`config.mk`:
```
export PLATFORM = sky130hd
export DESIGN_NAME = priority_process_queue
export DESIGN_NICKNAME = d
export VERILOG_FILES = /design/src/rtl/ppq_pkg.sv /design/src/rtl/ppq_cell.sv /design/src/rtl/priority_process_queue.sv
export SDC_FILE = /design/constraint.sdc
export NUM_CORES = 1
export LEC_CHECK = 0
export BUFFER_PORTS_ARGS = -buffer_cell sky130_fd_sc_hd__buf_4
export CORE_MARGIN = 3
export CORE_UTILIZATION = 45
export CTS_BUF_LIST = sky130_fd_sc_hd__clkbuf_16
export DETAILED_ROUTE_END_ITERATION = 16
export GPL_TIMING_DRIVEN = 0
export SETUP_SLACK_MARGIN = 0.2
export SLEW_MARGIN = 10
export SYNTH_ARGS = -nofsm -noshare
export SYNTH_HDL_FRONTEND = slang
export SYNTH_HIERARCHICAL = 1
export SYNTH_SLANG_ARGS = --single-unit
```
`constraint.sdc`:
```
create_clock -name clk_i -period 6.65 [get_ports clk_i]
set_input_delay 1.33 -clock clk_i [delete_from_list [all_inputs] [get_ports clk_i]]
set_output_delay 1.33 -clock clk_i [all_outputs]
set_load 0.01 [all_outputs]
```
`src/rtl/ppq_pkg.sv`:
```
// Shared types and codes for the priority process queue.
package ppq_pkg;

  typedef enum logic [1:0] {
    CMD_INSERT   = 2'd0,
    CMD_RUN_HEAD = 2'd1,
    CMD_RUN_PRIO = 2'd2,
    CMD_CLEAR    = 2'd3
  } cmd_e;

  typedef enum logic [1:0] {
    ST_OK        = 2'd0,
    ST_EMPTY     = 2'd1,
    ST_NOT_FOUND = 2'd2,
    ST_FULL      = 2'd3
  } status_e;

  typedef enum logic [2:0] {
    FSM_IDLE = 3'b001,
    FSM_SCAN = 3'b010,
    FSM_DONE = 3'b100
  } fsm_e;

  typedef enum logic [1:0] {
    CELL_HOLD   = 2'd0,
    CELL_INSERT = 2'd1,
    CELL_ROTATE = 2'd2
  } cell_op_e;

  typedef struct packed {
    cell_op_e op;
    logic     kept;
  } cell_ctrl_t;

  typedef struct packed {
    cmd_e        cmd;
    logic [15:0] proc_id;
    logic [7:0]  priority_req;
  } req_t;

  typedef struct packed {
    status_e     status;
    logic [4:0]  removed_count;
    logic [4:0]  occupancy;
    logic [15:0] head_id;
    logic [7:0]  head_priority;
  } rsp_t;

endpackage

```
`src/rtl/ppq_cell.sv`:
```
// One slot of the sorted chain: holds an entry, shifts right on insert, rotates left on removal.
module ppq_cell import ppq_pkg::*; #(
  parameter int unsigned ID_BITS   = 16,
  parameter int unsigned PRIO_BITS = 8,
  parameter int unsigned CW        = 5,
  parameter int unsigned IDX       = 0
) (
  input  logic                 clk_i,
  input  cell_ctrl_t           ctrl_i,
  input  logic [CW-1:0]        count_i,
  input  logic [ID_BITS-1:0]   new_id_i,
  input  logic [PRIO_BITS-1:0] new_prio_i,
  input  logic [ID_BITS-1:0]   left_id_i,
  input  logic [PRIO_BITS-1:0] left_prio_i,
  input  logic                 left_gt_i,
  input  logic [ID_BITS-1:0]   right_id_i,
  input  logic [PRIO_BITS-1:0] right_prio_i,
  input  logic [ID_BITS-1:0]   head_id_i,
  input  logic [PRIO_BITS-1:0] head_prio_i,
  output logic [ID_BITS-1:0]   id_o,
  output logic [PRIO_BITS-1:0] prio_o,
  output logic                 gt_o
);

  localparam logic [CW:0] POS  = (CW+1)'(IDX);
  localparam logic [CW:0] POS1 = (CW+1)'(IDX + 1);

  logic [ID_BITS-1:0]   id_q, id_d;
  logic [PRIO_BITS-1:0] prio_q, prio_d;
  logic [CW:0]          cnt;
  logic                 below, at_cnt, before_tail, is_tail;

  assign cnt         = {1'b0, count_i};
  assign below       = POS < cnt;
  assign at_cnt      = POS == cnt;
  assign before_tail = POS1 < cnt;
  assign is_tail     = POS1 == cnt;
  assign gt_o        = below && (prio_q > new_prio_i);

  always_comb begin
    id_d   = id_q;
    prio_d = prio_q;
    unique case (ctrl_i.op)
      CELL_INSERT: begin
        if (left_gt_i) begin
          id_d   = left_id_i;
          prio_d = left_prio_i;
        end else if (gt_o || at_cnt) begin
          id_d   = new_id_i;
          prio_d = new_prio_i;
        end
      end
      CELL_ROTATE: begin
        if (before_tail) begin
          id_d   = right_id_i;
          prio_d = right_prio_i;
        end else if (is_tail && ctrl_i.kept) begin
          id_d   = head_id_i;
          prio_d = head_prio_i;
        end
      end
      default: ;
    endcase
  end

  always_ff @(posedge clk_i) begin
    id_q   <= id_d;
    prio_q <= prio_d;
  end

  assign id_o   = id_q;
  assign prio_o = prio_q;

endmodule

```
`src/rtl/priority_process_queue.sv`:
```
// Top level of the priority process queue: command sequencer, cell chain and result register.
//
// A bounded queue of (id, priority) entries kept sorted by ascending priority number.
// Request channel in_valid_i / in_stall_o / in_req_i carries one command per beat:
// insert, run the head priority group, run a given priority, or clear. Every command
// returns exactly one beat on out_valid_o / out_stall_i / out_rsp_o with status,
// removed count, occupancy and the head entry after the command.
// Sequence: insert and clear pass from acceptance through the DONE state to the result
// register, and so do commands refused on an empty or full queue. A removal first
// rotates the whole chain through cell 0 one slot per cycle in the SCAN state, once
// per entry held, dropping matching entries. One command is worked on at a time;
// in_stall_o is low only while the sequencer is idle.
// The result sits in an output register; a stalled result holds its beat, and the
// next command may be accepted meanwhile. Its result waits until the register frees.
// Reset clears the occupancy and the handshake state; slot contents are not reset
// and are never shown before being written.
module priority_process_queue import ppq_pkg::*; #(
  parameter int unsigned DEPTH     = 16,
  parameter int unsigned ID_BITS   = 16,
  parameter int unsigned PRIO_BITS = 8
) (
  input  logic clk_i,
  input  logic rst_ni,
  input  logic in_valid_i,
  output logic in_stall_o,
  input  req_t in_req_i,
  output logic out_valid_o,
  input  logic out_stall_i,
  output rsp_t out_rsp_o
);

  localparam int unsigned CW = $clog2(DEPTH + 1);

  fsm_e                 state_q, state_d;
  logic [CW-1:0]        count_q, count_d;
  logic [CW-1:0]        steps_q, steps_d;
  logic [CW-1:0]        removed_q, removed_d;
  status_e              status_q, status_d;
  cmd_e                 cmd_q, cmd_d;
  logic [PRIO_BITS-1:0] target_q, target_d;
  logic                 out_valid_q, out_valid_d;
  rsp_t                 out_q, out_d;

  cell_ctrl_t           ctrl;
  logic [31:0]          id_ext, prio_ext;
  logic [ID_BITS-1:0]   new_id;
  logic [PRIO_BITS-1:0] new_prio;
  logic [ID_BITS-1:0]   ids   [DEPTH];
  logic [PRIO_BITS-1:0] prios [DEPTH];
  logic                 gts   [DEPTH];
  logic                 accept, out_free;
  logic [31:0]          cnt_ext, rem_ext, head_id_ext, head_prio_ext;

  assign id_ext   = {16'b0, in_req_i.proc_id};
  assign prio_ext = {24'b0, in_req_i.priority_req};
  assign new_id   = id_ext[ID_BITS-1:0];
  assign new_prio = prio_ext[PRIO_BITS-1:0];

  assign in_stall_o = state_q != FSM_IDLE;
  assign accept     = in_valid_i && !in_stall_o;
  assign out_free   = !out_valid_q || !out_stall_i;

  for (genvar i = 0; i < DEPTH; i++) begin : g_cell
    logic [ID_BITS-1:0]   l_id, r_id;
    logic [PRIO_BITS-1:0] l_prio, r_prio;
    logic                 l_gt;
    if (i == 0) begin : g_first
      assign l_id   = '0;
      assign l_prio = '0;
      assign l_gt   = 1'b0;
    end else begin : g_mid
      assign l_id   = ids[i-1];
      assign l_prio = prios[i-1];
      assign l_gt   = gts[i-1];
    end
    if (i == DEPTH - 1) begin : g_last
      assign r_id   = ids[i];
      assign r_prio = prios[i];
    end else begin : g_inner
      assign r_id   = ids[i+1];
      assign r_prio = prios[i+1];
    end
    ppq_cell #(
      .ID_BITS  (ID_BITS),
      .PRIO_BITS(PRIO_BITS),
      .CW       (CW),
      .IDX      (i)
    ) u_cell (
      .clk_i       (clk_i),
      .ctrl_i      (ctrl),
      .count_i     (count_q),
      .new_id_i    (new_id),
      .new_prio_i  (new_prio),
      .left_id_i   (l_id),
      .left_prio_i (l_prio),
      .left_gt_i   (l_gt),
      .right_id_i  (r_id),
      .right_prio_i(r_prio),
      .head_id_i   (ids[0]),
      .head_prio_i (prios[0]),
      .id_o        (ids[i]),
      .prio_o      (prios[i]),
      .gt_o        (gts[i])
    );
  end

  assign cnt_ext       = 32'(count_q);
  assign rem_ext       = 32'(removed_q);
  assign head_id_ext   = 32'(ids[0]);
  assign head_prio_ext = 32'(prios[0]);

  always_comb begin
    state_d     = state_q;
    count_d     = count_q;
    steps_d     = steps_q;
    removed_d   = removed_q;
    status_d    = status_q;
    cmd_d       = cmd_q;
    target_d    = target_q;
    out_valid_d = out_valid_q && out_stall_i;
    out_d       = out_q;
    ctrl.op     = CELL_HOLD;
    ctrl.kept   = 1'b1;

    unique case (state_q)
      FSM_IDLE: begin
        if (accept) begin
          cmd_d     = in_req_i.cmd;
          removed_d = '0;
          status_d  = ST_OK;
          state_d   = FSM_DONE;
          unique case (in_req_i.cmd)
            CMD_INSERT: begin
              if (count_q == CW'(DEPTH)) begin
                status_d = ST_FULL;
              end else begin
                ctrl.op = CELL_INSERT;
                count_d = count_q + CW'(1);
              end
            end
            CMD_RUN_HEAD, CMD_RUN_PRIO: begin
              if (count_q == '0) begin
                status_d = ST_EMPTY;
              end else begin
                target_d = (in_req_i.cmd == CMD_RUN_HEAD) ? prios[0] : new_prio;
                steps_d  = count_q;
                state_d  = FSM_SCAN;
              end
            end
            CMD_CLEAR: begin
              if (count_q == '0) begin
                status_d = ST_EMPTY;
              end else begin
                removed_d = count_q;
                count_d   = '0;
              end
            end
            default: ;
          endcase
        end
      end
      FSM_SCAN: begin
        ctrl.op   = CELL_ROTATE;
        ctrl.kept = prios[0] != target_q;
        if (!ctrl.kept) begin
          count_d   = count_q - CW'(1);
          removed_d = removed_q + CW'(1);
        end
        steps_d = steps_q - CW'(1);
        if (steps_q == CW'(1)) begin
          state_d = FSM_DONE;
          if (cmd_q == CMD_RUN_PRIO && removed_d == '0) begin
            status_d = ST_NOT_FOUND;
          end
        end
      end
      FSM_DONE: begin
        if (out_free) begin
          out_valid_d         = 1'b1;
          out_d.status        = status_q;
          out_d.removed_count = rem_ext[4:0];
          out_d.occupancy     = cnt_ext[4:0];
          out_d.head_id       = (count_q != '0) ? head_id_ext[15:0] : 16'b0;
          out_d.head_priority = (count_q != '0) ? head_prio_ext[7:0] : 8'b0;
          state_d             = FSM_IDLE;
        end
      end
      default: state_d = FSM_IDLE;
    endcase
  end

  always_ff @(posedge clk_i or negedge rst_ni) begin
    if (!rst_ni) begin
      state_q     <= FSM_IDLE;
      count_q     <= '0;
      out_valid_q <= 1'b0;
    end else begin
      state_q     <= state_d;
      count_q     <= count_d;
      out_valid_q <= out_valid_d;
    end
  end

  always_ff @(posedge clk_i) begin
    steps_q   <= steps_d;
    removed_q <= removed_d;
    status_q  <= status_d;
    cmd_q     <= cmd_d;
    target_q  <= target_d;
    out_q     <= out_d;
  end

  assign out_valid_o = out_valid_q;
  assign out_rsp_o   = out_q;

endmodule

```
==> results.tsv, run 1 <==
stage	metric	value	unit
critical_path	end_kind	flop	
cts	cts.path.max_buffers	3	
cts	clock_latency	620	ps
cts	cts_hold_buf	0	
critical_path	reg2reg_depth	10	
sta	fmax	212	MHz
sta	setup_viol_count_final	0	
final_layout	area_growth	13.0	%
critical_path	start_kind	primary input	
final_layout	fin_nets	3392	
global_routing	grt_pass1_vias	26500	
critical_path	crit_fanout	26	
sta	timing.slew.headroom	8.53	%
detailed_routing	vias	26300	
sta	finalHoldViolCount	0	
cts	post_cts_buffers	0	
final_layout	seq_area	13500	µm²
place	routabilityCongestion	0.897	
critical_path	reg2reg_from	count_q[1]$_DFFE_PN0P_	
global_routing	grt_pass1_wl	170000	µm
critical_path	cpMostUsedCell	a21oi_1	
die	die_h	276	µm
detailed_routing	ant_nets	0	
cts	h-tree-depth	2	
hold_path	hp-class	flop to flop	
die	fp-row-count	98	
power	p_leak	14.0	nW
hold_path	hold_depth	0	
critical_path	cp_cell_sequence	buf_4 -> inv_1 -> ha_1 -> nor2b_1 -> o211ai_1 -> a21o_1 -> a21oi_1 -> clkbuf_1 -> a21oi_1 -> nand3_1 -> a41o_1	
sta	min_period	4720	ps
sta	maxSlewViolCount	0	
cts	clock-root-buffer	clkbuf_16	
cts	cts_resized	0	
die	ioPinCount	68	
cts	path_clk_slew	60	ps
power	p_per_area	364	nW/µm²
yosys	synthCells	3045	
cts	clock_sinks	451	
critical_path	crit_family	compound AO/OA/AOI/OAI gates	
detailed_routing	drt_wl_total	115000	µm
power	ir_drop	0.208	mV
run_status	status	finished clean	
critical_path	ff2ff_setup_slack	2270	ps
final_layout	multi_input_area	17500	µm²
sta	post-route-period-util	71.0	%
place	dp_hpwl	81500	µm
die	die-area	76100	µm²
critical_path	crit_slowest_cell	a41o_1	
power	fin_total_pwr	13.5	mW
yosys	synth_area	32800	µm²
cts	cts_buffers	53	
global_routing	track_usage	29.7	%
final_layout	drive_above_1_share	21.8	%
flow_run	drv_cap	0	
critical_path	cp.arrival	4940	ps
cts	cts_tree	done	
detailed_routing	drtIter0Drc	2642	
detailed_routing	drt-wirelength-per-cell	27.2	µm
final_layout	diodes	0	
critical_path	worstSetupPathType	primary input to flop	
yosys	avgSynthCellArea	10.8	µm²
yosys	ys_warn_count	6	
sta	finClkSkew	27.6	ps
sta	rsz0062_at_grt	no	
global_routing	antenna_found_initial	0	
global_routing	overflow	0	
die	die_w	276	µm
sta	tns	0	ps
hold_path	min_delay_worst_endpoint	out_rsp_o[34]$_DFFE_PP_	
critical_path	required	6870	ps
die	core	71900	µm²
critical_path	cp_num_buf_inv	3	
hold_path	hold_start	status_q[0]$_SDFFCE_PP0P_	
final_layout	fillerInstances	6449	
global_routing	grt_max_degree	51	
critical_path	r2r-end	g_cell[11].u_cell/id_o[6]$_DFFE_PP_	
detailed_routing	route.detailed.drc	0	
critical_path	cpPeakStageDelay	870	ps
sta	worst_slew_pin_slew	1370	ps
place	port_buffers	67	
detailed_routing	detail_route.vias_per_cell	6.24	
detailed_routing	drt-pass1-iter-count	5	
die	start_util	45.6	%
through the flow:
stage	instances	cell area (µm²)	setup WS (ps)	util [%]	hold slack, ps
floorplan	3069	32900	1560	-	400
global placement	4086	34600	-1970	48.1	418
detailed placement	4115	35300	1520	49.1	413
CTS	4210	36900	2140	51.4	426
global route	4215	37000	1860	51.5	445
finish	4215	37000	1930	51.5	426
placed cells by master (no fill, tap or decap), types with 5 or more instances in the layout:
master / instances
buf_6: 24
a21oi_2: 89
buf_4: 89
ha_1: 137
a211oi_2: 142
nand2b_1: 17
clkbuf_1: 62
buf_2: 63
xor2_1: 12
nand3_1: 18
edfxtp_1: 442
mux2i_1: 390
o21ai_2: 9
mux2_2: 110
clkinv_2: 13
a211oi_1: 120
nand2_1: 223
nor3_1: 17
buf_16: 14
buf_1: 9
o21ai_1: 112
conb_1: 25
nand4_1: 31
a21o_1: 14
clkinv_1: 8
and3_1: 6
buf_12: 16
nor2_1: 66
inv_1: 163
o22ai_1: 8
and2_0: 5
a21oi_4: 10
dfrtp_4: 5
buf_8: 23
a21oi_1: 194
clkbuf_16: 53
o211ai_1: 18
o21ai_0: 107
nor2b_1: 232
and2_1: 45
layer usage:
layer,routed length (µm),global-route usage (%),up-vias
li1,-,-,11700
met1,48300,40.3,12900
met2,51600,47.2,1360
met3,9990,5.35,302
met4,4940,11.5,0
met5,0,0,-
worst max path at each step:
stage,depth (start not counted),from,endpoint
after detailed placement,11,in_req_i[1],g_cell[5].u_cell/id_o[2]$_DFFE_PP_
final,11,in_req_i[1],g_cell[5].u_cell/prio_o[7]$_DFFE_PP_
after floorplan,7,count_q[4]$_DFFE_PN0P_,g_cell[13].u_cell/id_o[0]$_DFFE_PP_
after CTS,11,in_req_i[1],g_cell[5].u_cell/prio_o[7]$_DFFE_PP_
after global placement,8,count_q[1]$_DFFE_PN0P_,g_cell[4].u_cell/id_o[1]$_DFFE_PP_
after global routing,11,in_req_i[1],g_cell[5].u_cell/id_o[10]$_DFFE_PP_
flip-flops by register name, indices dropped and copies added, names as in the netlist:
name                  cells
g_cell.u_cell/id_o      256
g_cell.u_cell/prio_o    128
out_rsp_o                36
target_q                  8
count_q                   5
removed_q                 5
steps_q                   5
state_q                   3
cmd_q                     2
status_q                  2
out_valid_o               1
power breakdown:
| part | internal (mW) | switching (mW) | total [mW] |
|---|---|---|---|
| clock network | 1.60 | 1.22 | 2.82 |
| registers | 3.84 | 0.674 | 4.51 |
| logic | 2.56 | 3.59 | 6.15 |
final cells by class:
cell class | instances | area share, %
flip-flops and latches | 451 | 36.5
clock buffers | 53 | 3.58
repair buffers | 101 | 3.25
well taps | 950 | 3.21
clock inverters | 42 | 0.858
multi-input cells | 2263 | 47.3
inverters | 155 | 1.57
plain buffers | 200 | 3.71
Note: power is estimated with default switching activity, not from simulation.
==> run 2: changes to the inputs <==
==> constraint.sdc (replaced) <==
create_clock -name clk_i -period 4.2 [get_ports clk_i]
set_input_delay 0.84 -clock clk_i [delete_from_list [all_inputs] [get_ports clk_i]]
set_output_delay 0.84 -clock clk_i [all_outputs]
set_load 0.01 [all_outputs]
==> run 2 against run 1 <==
Combinational power is 64% higher. Via count is 1.3% higher. Non-clock buffer count is 4 higher. Die area stayed put. Sequential share of layout area decreased by 0.17 points. Utilization grew 0.24 points. Hold slack got worse by 33 ps. Sequential power up 56%. Global-route usage is 0.47 points higher. Critical endpoint is now g_cell[9].u_cell/prio_o[1]$_DFFE_PP_. Largest power group unchanged. Highest routed layer is now met5.
==> results.tsv, run 2 (synthesis results as in run 1) <==
stage	metric	value	unit	change
power	seqPwrFrac	32.4	%	was 33.5%
final_layout	postLayoutCoreUtil	51.8	%	was 51.5%
detailed_routing	route.detailed.drc	0		unchanged
detailed_routing	drt-met1-wl	49800	µm	was 48300 µm
sta	finalHoldViolCount	0		unchanged
detailed_routing	vias	26600		was 26300
place	dp_slack	-545	ps	was 1520 ps
cts	clock-root-buffer	clkbuf_16		unchanged
power	p_leak	14.1	nW	was 14.0 nW
final_layout	drive_above_1_share	21.9	%	was 21.8%
power	clock_power_share	20.9	%	about the same
final_layout	fin_nets	3399		was 3392
detailed_routing	wl_met2	51800	µm	was 51600 µm
die	die-area	76100	µm²	unchanged
die	die_h	276	µm	unchanged
detailed_routing	drt-wirelength-per-cell	28.0	µm	was 27.2 µm
place	routabilityCongestion	0.907		was 0.897
sta	timing.slew.headroom	6.96	%	was 8.53%
detailed_routing	detail_route.vias_per_cell	6.30		was 6.24
final_layout	fillerInstances	6427		was 6449
critical_path	crit_slowest_cell	dfrtp_4		was a41o_1
sta	setup_viol_count_final	0		unchanged
critical_path	cpPeakStageDelay	760	ps	was 870 ps
run_status	status	finished clean		unchanged
place	dp_hpwl	81500	µm	about the same
power	p_sw	8.99	mW	was 5.49 mW
global_routing	track_usage	30.2	%	was 29.7%
global_routing	antenna_found_initial	2		was 0
final_layout	area_growth	13.5	%	was 13.0%
final_layout	seq_area	13500	µm²	unchanged
critical_path	end_kind	flop		unchanged
sta	finClkSkew	37.0	ps	was 27.6 ps
final_layout	layout_common_cells	edfxtp_1, mux2i_1, nor2b_1, nand2_1, a21oi_1		unchanged
power	ir_drop	0.353	mV	was 0.208 mV
sta	layout_setup_ws	274	ps	was 1930 ps
critical_path	cp_cell_sequence	inv_1 -> ha_1 -> or3b_1 -> o21ai_1 -> nor2_4 -> buf_4 -> nand2b_1 -> a211o_2 -> nor3_1 -> a21oi_4		was buf_4 -> inv_1 -> ha_1 -> nor2b_1 -> o211ai_1 -> a21o_1 -> a21oi_1 -> clkbuf_1 -> a21oi_1 -> nand3_1 -> a41o_1
sta	rsz0062_at_grt	no		unchanged
final_layout	fin_area	37200	µm²	was 37000 µm²
sta	maxSlewViolCount	0		unchanged
place	place_area	35300	µm²	about the same
sta	fmax	255	MHz	
critical_path	required	4510	ps	was 6870 ps
detailed_routing	drt_wl_total	119000	µm	was 115000 µm
die	die_w	276	µm	unchanged
die	core	71900	µm²	unchanged
critical_path	cp.arrival	4230	ps	was 4940 ps
critical_path	worstSetupPathType	flop to flop		was primary input to flop
cts	path_clk_slew	60	ps	about the same
power	p_per_area	583	nW/µm²	was 364 nW/µm²
detailed_routing	met3WireLength	11300	µm	was 9990 µm
detailed_routing	drt-pass1-iter-count	6		was 5
cts	cts_buffers	54		was 53
global_routing	grt_pass1_wl	171000	µm	was 170000 µm
global_routing	overflow	0		unchanged
flow_run	drv_cap	0		unchanged
sta	post-route-period-util	93.5	%	
sta	timing.hold.ws	393	ps	was 426 ps
final_layout	multi_input_area	17600	µm²	was 17500 µm²
die	start_util	45.6	%	unchanged
cts	clock_latency	650	ps	was 620 ps
cts	clock_sinks	451		unchanged
final_layout	final_common_cell	edfxtp_1		unchanged
die	fp-row-count	98		unchanged
cts	cts.path.max_buffers	3		unchanged
power	fin_total_pwr	21.7	mW	was 13.5 mW
global_routing	grt_max_degree	46		was 51
hold_path	hp-class	primary input to flop		was flop to flop
place	port_buffers	67		unchanged
critical_path	start_kind	flop		was primary input
cts	h-tree-depth	2		unchanged
detailed_routing	routed.top_layer	met5		was met4
power	power_frac_comb	46.7	%	was 45.6%
die	ioPinCount	68		unchanged
final_layout	largest_register_ffs	256		unchanged
critical_path	crit_fanout	14		was 26
power	sw_frac_of_total	41.4	%	was 40.7%
detailed_routing	drtIter0Drc	3002		was 2642
cts	cts_tree	done		unchanged
sta	min_period	3930	ps	
detailed_routing	ant_nets	0		unchanged
global_routing	grt_pass1_vias	26200		was 26500
sta	worst_slew_pin_slew	1400	ps	was 1370 ps
power	intPower	12.7	mW	was 7.99 mW
run 2: cell count changes in the layout (fill, tap and decap cells not counted), moves of 2 or more:
cell,previous run,this run
a21oi_4,10,13
buf_12,16,20
buf_16,14,16
buf_4,89,92
buf_8,23,16
clkinv_1,8,10
clkinv_2,13,10
clkinvlp_4,1,3
diode_2,0,4
inv_1,163,168
inv_16,0,2
o21ai_2,9,7
o21ai_4,0,2
run 2: worst paths after layout:
check | startpoint | endpoint | cells past startpoint | slack, ps
min | in_req_i[25] | cmd_q[1]$_DFFE_PP_ | 1 | 390
max | count_q[1]$_DFFE_PN0P_ | g_cell[9].u_cell/prio_o[1]$_DFFE_PP_ | 10 | 270
min in group asynchronous | rst_ni | count_q[2]$_DFFE_PN0P_ | 2 | 550
max reg2reg | count_q[1]$_DFFE_PN0P_ | g_cell[9].u_cell/prio_o[1]$_DFFE_PP_ | 10 | 270
max in group asynchronous | rst_ni | state_q[0]$_DFFE_PN1P_ | 2 | 3440
min reg2reg | status_q[0]$_SDFFCE_PP0P_ | out_rsp_o[34]$_DFFE_PP_ | 0 | 430
run 2: worst max-delay path, delay by kind of cell, from the launching register on:
family                   cells  cell delay (ps)
buffers and inverters        2              450
flip-flops                   1              760
AO/OA/AOI/OAI                3              730
adder cells (fa/ha/maj)      1              250
AND/OR/NAND/NOR              4             1390
run 2: final cells by class:
cell class	count	area share [%]
Antenna cell	4	0.0269
Buffer	200	3.69
Clock buffer	54	3.63
Clock inverter	46	0.861
Inverter	155	1.56
Multi-Input combinational cell	2265	47.3
Sequential cell	451	36.3
Tap cell	950	3.19
Timing Repair Buffer	105	3.42
run 2: power groups by stage:
stage	clock, mW	sequential (mW)	combinational (mW)
after floorplan	0	6.73	7.14
after global placement	0	7.44	8.79
after detailed placement	0	7.23	9.44
after CTS	4.60	7.06	9.75
after global routing	4.77	7.06	10.8
final	4.54	7.04	10.1
run 2: stage by stage:
| step | instances | setup TNS, ps |
|---|---|---|
| after detailed placement | 4111 | -53920 |
| after CTS | 4219 | 0 |
| after floorplan | 3069 | 0 |
| after global routing | 4229 | 0 |
| after global placement | 4086 | -2104560 |
| final | 4230 | 0 |
run 2: per-layer routing:
metal / global-route usage, % / vias to the layer above
met5: 0 / -
met4: 12.7 / 2
met3: 5.62 / 312
met2: 46.3 / 1474
met1: 41.8 / 13100
li1: - / 11800
run 2: timing repair:
item,CTS,global route
hold endpoints to repair,8,0
buffers inserted,6,2
resized for setup,8,3
setup endpoints to repair,308,112
pin swaps,1,0
gates cloned,1,1
hold buffers,1,0
